===== src/rtl/spmm_pkg.sv =====
// ============================================================================
// spmm_pkg
// Shared types and codes for the sparse pattern matrix multiply unit.
// ============================================================================
package spmm_pkg;

    localparam int CMD_W     = 2;
    localparam int POS_W     = 3;
    localparam int VAL_W     = 32;
    localparam int CNT_W     = 4;
    localparam int STS_W     = 2;
    localparam int REG_W     = 4;
    localparam int CFG_IDX_W = 2;

    localparam logic [CMD_W-1:0] CMD_STORE_A  = 2'd0;
    localparam logic [CMD_W-1:0] CMD_STORE_B  = 2'd1;
    localparam logic [CMD_W-1:0] CMD_MULTIPLY = 2'd2;

    localparam logic [CFG_IDX_W-1:0] CFG_A_ROWS = 2'd0;
    localparam logic [CFG_IDX_W-1:0] CFG_A_COLS = 2'd1;
    localparam logic [CFG_IDX_W-1:0] CFG_B_ROWS = 2'd2;
    localparam logic [CFG_IDX_W-1:0] CFG_B_COLS = 2'd3;

    localparam logic [REG_W-1:0] REG_RESET = 4'd8;

    typedef enum logic [STS_W-1:0] {
        STS_VALID    = 2'd0,
        STS_EMPTY    = 2'd1,
        STS_MISMATCH = 2'd2
    } t_status;

    typedef enum logic [1:0] {
        S_IDLE,
        S_WALK,
        S_FLUSH
    } t_state;

endpackage


===== src/rtl/sparse_pattern_matrix_multiply_unit.sv =====
// Sparse pattern matrix multiply unit. Store commands write one bit of the A or
// B pattern and are taken one word per cycle while idle; a store reads its row
// from memory and writes it back in the next cycle, with forwarding between
// stores to the same row. A multiply stalls the input channel while it walks
// the product in row-major order: one product entry per cycle while the output
// is not stalled, set by the single read port of the B memory (kept
// transposed, one column per entry). A dimension mismatch, or an empty A row
// count or B column count, goes straight to the flush state and answers with a
// single last word. Both pattern stores read as zero after reset through
// per-row valid bits, so no clearing pass is needed.
// ============================================================================
// sparse_pattern_matrix_multiply_unit
// Bit pattern store for A and B with a memory based product walk.
// ============================================================================
module sparse_pattern_matrix_multiply_unit #(
    parameter int MAX_DIM = 8
) (
    input  logic                                 i_clk,
    input  logic                                 i_rst_n,
    // input words
    input  logic                                 i_in_valid,
    output logic                                 o_in_stall,
    input  logic [spmm_pkg::CMD_W-1:0]           i_in_command,
    input  logic [spmm_pkg::POS_W-1:0]           i_in_entry_row,
    input  logic [spmm_pkg::POS_W-1:0]           i_in_entry_col,
    input  logic signed [spmm_pkg::VAL_W-1:0]    i_in_entry_value,
    // result words
    output logic                                 o_out_valid,
    input  logic                                 i_out_stall,
    output logic [spmm_pkg::POS_W-1:0]           o_out_row,
    output logic [spmm_pkg::POS_W-1:0]           o_out_col,
    output logic [spmm_pkg::CNT_W-1:0]           o_out_count,
    output logic [spmm_pkg::STS_W-1:0]           o_out_status,
    output logic                                 o_out_last,
    // configuration
    input  logic                                 i_cfg_valid,
    output logic                                 o_cfg_ready,
    input  logic [spmm_pkg::CFG_IDX_W-1:0]       i_cfg_index,
    input  logic [spmm_pkg::REG_W-1:0]           i_cfg_data
);

    localparam int IW = (MAX_DIM > 1) ? $clog2(MAX_DIM) : 1;
    localparam int DW = $clog2(MAX_DIM + 1);

    function automatic logic [spmm_pkg::CNT_W-1:0] popcnt(input logic [MAX_DIM-1:0] v);
        logic [spmm_pkg::CNT_W-1:0] s;
        s = '0;
        for (int k = 0; k < MAX_DIM; k++) begin
            s = s + spmm_pkg::CNT_W'(v[k]);
        end
        return s;
    endfunction

    function automatic logic [DW-1:0] eff_dim(input logic [spmm_pkg::REG_W-1:0] v);
        logic [DW-1:0] d;
        if (v > spmm_pkg::REG_W'(MAX_DIM)) d = DW'(MAX_DIM);
        else d = v[DW-1:0];
        return d;
    endfunction

    // configuration registers
    logic [spmm_pkg::REG_W-1:0] r_a_rows, r_a_cols, r_b_rows, r_b_cols;
    logic [DW-1:0]              ar, ac, br, bc;

    // pattern memories: A by rows, B by columns
    logic [MAX_DIM-1:0] r_mem_a [MAX_DIM];
    logic [MAX_DIM-1:0] r_mem_b [MAX_DIM];
    logic [MAX_DIM-1:0] r_a_vld, r_b_vld;
    logic [MAX_DIM-1:0] r_a_q, r_b_q;
    logic               r_a_qv, r_b_qv;
    logic [MAX_DIM-1:0] a_row, b_col;
    logic [IW-1:0]      a_raddr, b_raddr;
    logic               a_rd, b_rd;

    // store pipeline
    logic               r_s_valid, r_s_sel, r_s_set;
    logic [IW-1:0]      r_s_addr, r_s_bit;
    logic               r_f_valid, r_f_sel;
    logic [IW-1:0]      r_f_addr;
    logic [MAX_DIM-1:0] r_f_data;
    logic               fwd;
    logic [MAX_DIM-1:0] s_base, s_mask, s_wdata;

    // walk
    spmm_pkg::t_state   r_state, n_state;
    logic [IW-1:0]      r_i, r_j;
    logic               r_iss_done, r_mis;
    logic               r_p_valid, r_p_fin;
    logic [IW-1:0]      r_p_i, r_p_j;
    logic               r_h_valid;
    logic [IW-1:0]      r_h_i, r_h_j;
    logic [spmm_pkg::CNT_W-1:0] r_h_cnt;
    logic [MAX_DIM-1:0] kmask;
    logic [spmm_pkg::CNT_W-1:0] p_cnt;
    logic               p_hit, out_free, adv, issue, i_end, j_end;

    // output register
    logic               r_o_valid, r_o_last;
    logic [spmm_pkg::POS_W-1:0] r_o_row, r_o_col;
    logic [spmm_pkg::CNT_W-1:0] r_o_cnt;
    logic [spmm_pkg::STS_W-1:0] r_o_sts;
    logic               o_load, ld_last;
    logic [spmm_pkg::POS_W-1:0] ld_row, ld_col;
    logic [spmm_pkg::CNT_W-1:0] ld_cnt;
    spmm_pkg::t_status  ld_sts;

    logic in_acc, st_a, st_b, mul, set_bit;

    assign ar = eff_dim(r_a_rows);
    assign ac = eff_dim(r_a_cols);
    assign br = eff_dim(r_b_rows);
    assign bc = eff_dim(r_b_cols);

    assign o_in_stall  = (r_state != spmm_pkg::S_IDLE);
    assign o_cfg_ready = 1'b1;
    assign in_acc      = i_in_valid && (r_state == spmm_pkg::S_IDLE);
    assign set_bit     = (i_in_entry_value != '0);

    assign st_a = in_acc && (i_in_command == spmm_pkg::CMD_STORE_A)
               && (spmm_pkg::REG_W'(i_in_entry_row) < spmm_pkg::REG_W'(ar))
               && (spmm_pkg::REG_W'(i_in_entry_col) < spmm_pkg::REG_W'(ac));
    assign st_b = in_acc && (i_in_command == spmm_pkg::CMD_STORE_B)
               && (spmm_pkg::REG_W'(i_in_entry_row) < spmm_pkg::REG_W'(br))
               && (spmm_pkg::REG_W'(i_in_entry_col) < spmm_pkg::REG_W'(bc));
    assign mul  = in_acc && (i_in_command == spmm_pkg::CMD_MULTIPLY);

    // ---- configuration ----
    always_ff @(posedge i_clk) begin
        if (!i_rst_n) begin
            r_a_rows <= spmm_pkg::REG_RESET;
            r_a_cols <= spmm_pkg::REG_RESET;
            r_b_rows <= spmm_pkg::REG_RESET;
            r_b_cols <= spmm_pkg::REG_RESET;
        end else if (i_cfg_valid) begin
            case (i_cfg_index)
                spmm_pkg::CFG_A_ROWS: r_a_rows <= i_cfg_data;
                spmm_pkg::CFG_A_COLS: r_a_cols <= i_cfg_data;
                spmm_pkg::CFG_B_ROWS: r_b_rows <= i_cfg_data;
                spmm_pkg::CFG_B_COLS: r_b_cols <= i_cfg_data;
                default: ;
            endcase
        end
    end

    // ---- memory ports ----
    assign a_raddr = (r_state == spmm_pkg::S_WALK) ? r_i : i_in_entry_row[IW-1:0];
    assign b_raddr = (r_state == spmm_pkg::S_WALK) ? r_j : i_in_entry_col[IW-1:0];
    assign a_rd    = st_a || issue;
    assign b_rd    = st_b || issue;
    assign a_row   = r_a_qv ? r_a_q : '0;
    assign b_col   = r_b_qv ? r_b_q : '0;

    always_ff @(posedge i_clk) begin
        if (a_rd) r_a_q <= r_mem_a[a_raddr];
        if (b_rd) r_b_q <= r_mem_b[b_raddr];
        if (r_s_valid && !r_s_sel) r_mem_a[r_s_addr] <= s_wdata;
        if (r_s_valid &&  r_s_sel) r_mem_b[r_s_addr] <= s_wdata;
    end

    // row valid bits stand in for clearing the memories
    always_ff @(posedge i_clk) begin
        if (!i_rst_n) begin
            r_a_vld <= '0;
            r_b_vld <= '0;
            r_a_qv  <= 1'b0;
            r_b_qv  <= 1'b0;
        end else begin
            if (a_rd) r_a_qv <= r_a_vld[a_raddr];
            if (b_rd) r_b_qv <= r_b_vld[b_raddr];
            if (r_s_valid && !r_s_sel) r_a_vld[r_s_addr] <= 1'b1;
            if (r_s_valid &&  r_s_sel) r_b_vld[r_s_addr] <= 1'b1;
        end
    end

    // ---- store read-modify-write ----
    // the row written last cycle was read stale by this store: forward it
    assign fwd     = r_f_valid && (r_f_sel == r_s_sel) && (r_f_addr == r_s_addr);
    assign s_base  = fwd ? r_f_data : (r_s_sel ? b_col : a_row);
    assign s_mask  = MAX_DIM'(1) << r_s_bit;
    assign s_wdata = r_s_set ? (s_base | s_mask) : (s_base & ~s_mask);

    always_ff @(posedge i_clk) begin
        if (!i_rst_n) begin
            r_s_valid <= 1'b0;
            r_f_valid <= 1'b0;
        end else begin
            r_s_valid <= st_a || st_b;
            r_f_valid <= r_s_valid;
        end
        if (st_a || st_b) begin
            r_s_sel  <= st_b;
            r_s_addr <= st_b ? i_in_entry_col[IW-1:0] : i_in_entry_row[IW-1:0];
            r_s_bit  <= st_b ? i_in_entry_row[IW-1:0] : i_in_entry_col[IW-1:0];
            r_s_set  <= set_bit;
        end
        r_f_sel  <= r_s_sel;
        r_f_addr <= r_s_addr;
        r_f_data <= s_wdata;
    end

    // ---- product walk ----
    always_comb begin
        for (int k = 0; k < MAX_DIM; k++) begin
            kmask[k] = (DW'(k) < ac);
        end
    end

    assign p_cnt    = popcnt(a_row & b_col & kmask);
    assign p_hit    = (p_cnt != '0);
    assign out_free = !r_o_valid || !i_out_stall;
    // a hit pushes the held entry out, so it waits for a free output slot
    assign adv      = !(r_p_valid && p_hit && r_h_valid && !out_free);
    assign i_end    = ((DW'(r_i) + DW'(1)) == ar);
    assign j_end    = ((DW'(r_j) + DW'(1)) == bc);

    always_comb begin
        n_state = r_state;
        issue   = 1'b0;
        o_load  = 1'b0;
        ld_row  = spmm_pkg::POS_W'(r_h_i);
        ld_col  = spmm_pkg::POS_W'(r_h_j);
        ld_cnt  = r_h_cnt;
        ld_sts  = spmm_pkg::STS_VALID;
        ld_last = 1'b0;
        case (r_state)
            spmm_pkg::S_IDLE: begin
                if (mul) begin
                    if ((ac != br) || (ar == '0) || (bc == '0)) n_state = spmm_pkg::S_FLUSH;
                    else n_state = spmm_pkg::S_WALK;
                end
            end
            spmm_pkg::S_WALK: begin
                if (adv) begin
                    issue = !r_iss_done;
                    if (r_p_valid && p_hit && r_h_valid) o_load = 1'b1;
                    if (r_p_valid && r_p_fin) n_state = spmm_pkg::S_FLUSH;
                end
            end
            spmm_pkg::S_FLUSH: begin
                if (out_free) begin
                    o_load  = 1'b1;
                    ld_last = 1'b1;
                    if (r_mis || !r_h_valid) begin
                        ld_row = '0;
                        ld_col = '0;
                        ld_cnt = '0;
                        ld_sts = r_mis ? spmm_pkg::STS_MISMATCH : spmm_pkg::STS_EMPTY;
                    end
                    n_state = spmm_pkg::S_IDLE;
                end
            end
            default: n_state = spmm_pkg::S_IDLE;
        endcase
    end

    always_ff @(posedge i_clk) begin
        if (!i_rst_n) r_state <= spmm_pkg::S_IDLE;
        else r_state <= n_state;
    end

    always_ff @(posedge i_clk) begin
        if (!i_rst_n) begin
            r_p_valid  <= 1'b0;
            r_h_valid  <= 1'b0;
            r_iss_done <= 1'b0;
            r_mis      <= 1'b0;
        end else if (mul) begin
            r_p_valid  <= 1'b0;
            r_h_valid  <= 1'b0;
            r_iss_done <= 1'b0;
            r_mis      <= (ac != br);
        end else if ((r_state == spmm_pkg::S_WALK) && adv) begin
            r_p_valid <= issue;
            if (issue && i_end && j_end) r_iss_done <= 1'b1;
            if (r_p_valid && p_hit) r_h_valid <= 1'b1;
        end
    end

    always_ff @(posedge i_clk) begin
        if (mul) begin
            r_i <= '0;
            r_j <= '0;
        end else if (issue) begin
            r_p_i   <= r_i;
            r_p_j   <= r_j;
            r_p_fin <= i_end && j_end;
            if (j_end) begin
                r_j <= '0;
                r_i <= r_i + IW'(1);
            end else begin
                r_j <= r_j + IW'(1);
            end
        end
        if ((r_state == spmm_pkg::S_WALK) && adv && r_p_valid && p_hit) begin
            r_h_i   <= r_p_i;
            r_h_j   <= r_p_j;
            r_h_cnt <= p_cnt;
        end
    end

    // ---- output register ----
    always_ff @(posedge i_clk) begin
        if (!i_rst_n) r_o_valid <= 1'b0;
        else if (o_load) r_o_valid <= 1'b1;
        else if (!i_out_stall) r_o_valid <= 1'b0;
        if (o_load) begin
            r_o_row  <= ld_row;
            r_o_col  <= ld_col;
            r_o_cnt  <= ld_cnt;
            r_o_sts  <= ld_sts;
            r_o_last <= ld_last;
        end
    end

    assign o_out_valid  = r_o_valid;
    assign o_out_row    = r_o_row;
    assign o_out_col    = r_o_col;
    assign o_out_count  = r_o_cnt;
    assign o_out_status = r_o_sts;
    assign o_out_last   = r_o_last;

`ifndef NO_ASSERTIONS
    a_marker_last: assert property (@(posedge i_clk) disable iff (!i_rst_n)
        (o_out_valid && (o_out_status != spmm_pkg::STS_VALID)) |-> o_out_last)
        else $error("empty or mismatch word without last");

    a_entry_count: assert property (@(posedge i_clk) disable iff (!i_rst_n)
        (o_out_valid && (o_out_status == spmm_pkg::STS_VALID)) |-> (o_out_count != '0))
        else $error("product entry with zero count");

    a_pipe_in_walk: assert property (@(posedge i_clk) disable iff (!i_rst_n)
        r_p_valid |-> (r_state == spmm_pkg::S_WALK))
        else $error("walk pipeline busy outside walk");

    a_store_idle: assert property (@(posedge i_clk) disable iff (!i_rst_n)
        (r_state == spmm_pkg::S_WALK) |-> !(r_s_valid && r_f_valid && $past(issue)))
        else $error("store write overlapping walk reads");
`endif

endmodule

===== config.mk =====
export PLATFORM = sky130hd
export DESIGN_NAME = sparse_pattern_matrix_multiply_unit
export DESIGN_NICKNAME = d
export VERILOG_FILES = /design/src/rtl/spmm_pkg.sv /design/src/rtl/sparse_pattern_matrix_multiply_unit.sv
export SDC_FILE = /design/constraint.sdc
export NUM_CORES = 1
export LEC_CHECK = 0
export BUFFER_PORTS_ARGS = -buffer_cell sky130_fd_sc_hd__buf_2
export CAP_MARGIN = 20
export CORE_ASPECT_RATIO = 0.5
export CORE_MARGIN = 1.5
export CORE_UTILIZATION = 60
export DETAILED_ROUTE_END_ITERATION = 8
export PLACE_DENSITY_LB_ADDON = 0.1
export SYNTH_ARGS = -nofsm -noshare
export SYNTH_HDL_FRONTEND = slang
export SYNTH_SLANG_ARGS = --single-unit

===== constraint.sdc =====
create_clock -name i_clk -period 6.05 [get_ports i_clk]
set_clock_uncertainty 0.2 [all_clocks]
set_input_delay 0.605 -clock i_clk [delete_from_list [all_inputs] [get_ports i_clk]]
set_output_delay 0.605 -clock i_clk [all_outputs]
set_load 0.03 [all_outputs]

==> flow_summary.ini <==
[clocking]
clkTransAtPathRegs_ps = 70
post_cts_buffers = 0
cts_buffers = 22
ctsResizeCount = 0
cts.sinks = 243
cts_tree = built
clk_latency_ps = 510
holdBufCountCts = 0
cts_buffer_depth = 3
htreeDepth = 1
cts_root_buf = clkbuf_16

[sta]
min_period_ps = 5240
hold_violations = 0
setup_tns_ps = 0
slew_violations = 0
worstMarginPinSlew_ps = 1020
fin_crit_sh_pct = 86.6
rsz0062_at_grt = no
max-slew-margin-rel_pct = 31.9
setup_viol = 0
max_freq_ghz = 0.191
layout_setup_ws_ps = 813

[logic_synthesis]
yosysTopAreaCellShare_pct = 52.0
yosysWarnings = 0
synth_area_leaders = edfxtp_1 (52%), dfxtp_1 (12%), mux4_1 (5.0%)
ys_types = 59
syn_nets = 799
yosys.area.top_type = edfxtp_1
synth-edff-count = 182
ys_ff_latch = 243
syn_inst = 728
synth_area_um2 = 10500
synth.avg_cell_area_um2 = 14.4
ys_seq_area_share_pct = 63.6
synth-main-ff-cell = edfxtp_1
async_flop_share_pct = 0

[place]
io_buffers = 65
dp_slack_ps = 859
dp.final_hpwl_mm = 15.5
place_area_um2 = 11100
place_congestion = 0.910

[final_layout]
finalInstanceArea_um2 = 11900
nets = 871
drive_above_1_share_pct = 21.7
num_antenna_cells = 0
syn2layout_area_growth_pct = 13.0
post-route-util_pct = 70.8

[setup_path]
slowest_stage = fa_1
cp_top_family = adder cells
cp-end-kind = flip-flop
cp_max_fo = 10
worst-setup-path-type = reg -> reg
worstPathArrival_ps = 5180
cp.buffers_inverters = 2
cp_common_cell = fa_1
path_cells = and2_1, nand4_1, fa_1, fa_1, inv_1, fa_1, ha_1, inv_1, fa_1, and4bb_2, a211oi_1, or2_2, nor2_1
worstSetupStartpointType = flip-flop
worst_ep_required_time_ps = 5990
slowest_delay_ps = 550

[routing]
drt_iter0_drc = 510
via_per_inst = 6.03
wl_per_cell_um = 21.8
vias = 6287
drc = 0
dr.pass1.iters = 5
wl_mm = 22.7
ant_nets = 0

[job]
maxCapViolCount = 0

[global_routing]
grt.total_usage_pct = 25.7
antenna_found_initial = 0
grt_max_degree = 24
first_global_vias = 6057
grt_overflow = 0
grt_pass1_wl_mm = 34.7

[power]
p_leak_nw = 4.27
irDropWorstVdd_v = 0.000291
power.density_nw_per_um2 = 364

[floorplan]
die_w_um = 190
start_util_pct = 62.7
rows = 33
die_area_um2 = 18400
fp.coreArea_um2 = 16800
fp.dieH_um = 96.6
ios = 67

[run_status]
outcome = finished, final reports clean

[worst_hold_path]
hp-class = in -> reg
==> sequential cells by signal (all words and copies together), names as in the netlist, 3 cells and up <==
register	flops
r_mem_a	64
r_mem_b	64
r_a_q	8
r_a_vld	8
r_b_q	8
r_b_vld	8
r_f_data	8
o_out_count	4
r_a_cols	4
r_a_rows	4
r_b_cols	4
r_b_rows	4
r_h_cnt	4
o_out_col	3
o_out_row	3
r_f_addr	3
r_h_i	3
r_h_j	3
r_i	3
r_j	3
r_p_i	3
r_p_j	3
r_s_addr	3
r_s_bit	3
==> metrics by stage <==
step	hold slack, ps	cells	power [W]
after floorplan	143	728	0.00258
after global placement	206	1003	0.00280
after detailed placement	205	1003	0.00282
after CTS	189	1043	0.00432
after global routing	190	1043	0.00447
final	205	1043	0.00432
==> cell families (layout without fill, tap and decap cells) <==
| kind of cell | count (synthesis) | count (layout) | share of synthesized area [%] |
|---|---|---|---|
| DFF | 243 | 243 | 63.6 |
| xor gates and xnor gates | 10 | 10 | 0.833 |
| and+or+nand+nor | 239 | 239 | 11.6 |
| muxes | 98 | 98 | 14.8 |
| AOI/OAI and AO/OA | 68 | 68 | 4.20 |
| other | 1 | 1 | 0.0357 |
| buffers and inverters | 49 | 137 | 2.26 |
| adders and majority gates | 20 | 20 | 2.67 |
==> cell type report <==
cell class / instances / area [um^2]
Tap cell: 227 / 284
Clock buffer: 30 / 631
Sequential cell: 243 / 6690
Multi-Input combinational cell: 436 / 3600
Clock inverter: 10 / 173
Timing Repair Buffer: 80 / 438
Fill cell: 1112 / 4890
Inverter: 17 / 63.8
==> layout by cell type (no fill, tap or decap), types with 14 or more instances in the layout <==
cell,Yosys,final
nand3_1,23,23
buf_4,4,15
dfxtp_1,61,61
mux4_2,14,14
edfxtp_1,182,182
nand2b_1,14,14
clkbuf_16,0,22
inv_1,17,17
ha_1,16,16
a21oi_1,17,17
o21ai_0,21,21
buf_2,7,65
nand2_1,39,39
mux4_1,20,20
nor2_1,85,85
mux2_2,30,30
mux2i_1,30,30
==> synth_stat cells, types with 16 or more instances <==
| master | count |
|---|---|
| a21oi_1 | 17 |
| clkbuf_1 | 17 |
| dfxtp_1 | 61 |
| edfxtp_1 | 182 |
| ha_1 | 16 |
| inv_1 | 17 |
| mux2_2 | 30 |
| mux2i_1 | 30 |
| mux4_1 | 20 |
| nand2_1 | 39 |
| nand3_1 | 23 |
| nor2_1 | 85 |
| o21ai_0 | 21 |
==> worst reg2reg max path, delay by kind of cell, from the launching register on <==
kind / cells / cell delay (ps)
adders and majority gates: 5 / 2320
and+or+nand+nor: 5 / 1650
DFF: 1 / 500
buffers and inverters: 2 / 110
AOI/OAI and AO/OA: 1 / 100
==> worst paths after layout <==
path | from | depth (start not counted) | slack (ps) | to
max | r_b_qv$_SDFFE_PN0P_ | 13 | 810 | r_p_j[2]$_DFFE_PP_
min | i_cfg_data[3] | 3 | 210 | r_b_rows[3]$_SDFFE_PN1P_
max reg2reg | r_b_qv$_SDFFE_PN0P_ | 13 | 810 | r_p_j[2]$_DFFE_PP_
min reg2reg | r_p_j[0]$_DFFE_PP_ | 0 | 220 | r_h_j[0]$_DFFE_PP_
==> metal layers <==
| metal | global-route usage, % | routed length [um] |
|---|---|---|
| met4 | 5.38 | 388 |
| met3 | 5.20 | 1680 |
| met5 | 0 | 0 |
| met1 | 37.7 | 10700 |
| met2 | 40.3 | 9930 |
==> power breakdown <==
part,switching [W],total [W],internal [W]
Sequential,0.000108,0.00213,0.00202
Combinational,0.000407,0.000667,0.000260
Clock,0.000614,0.00152,0.000908
Total,0.00113,0.00432,0.00319
No activity file was read; power rests on OpenSTA's default activity.
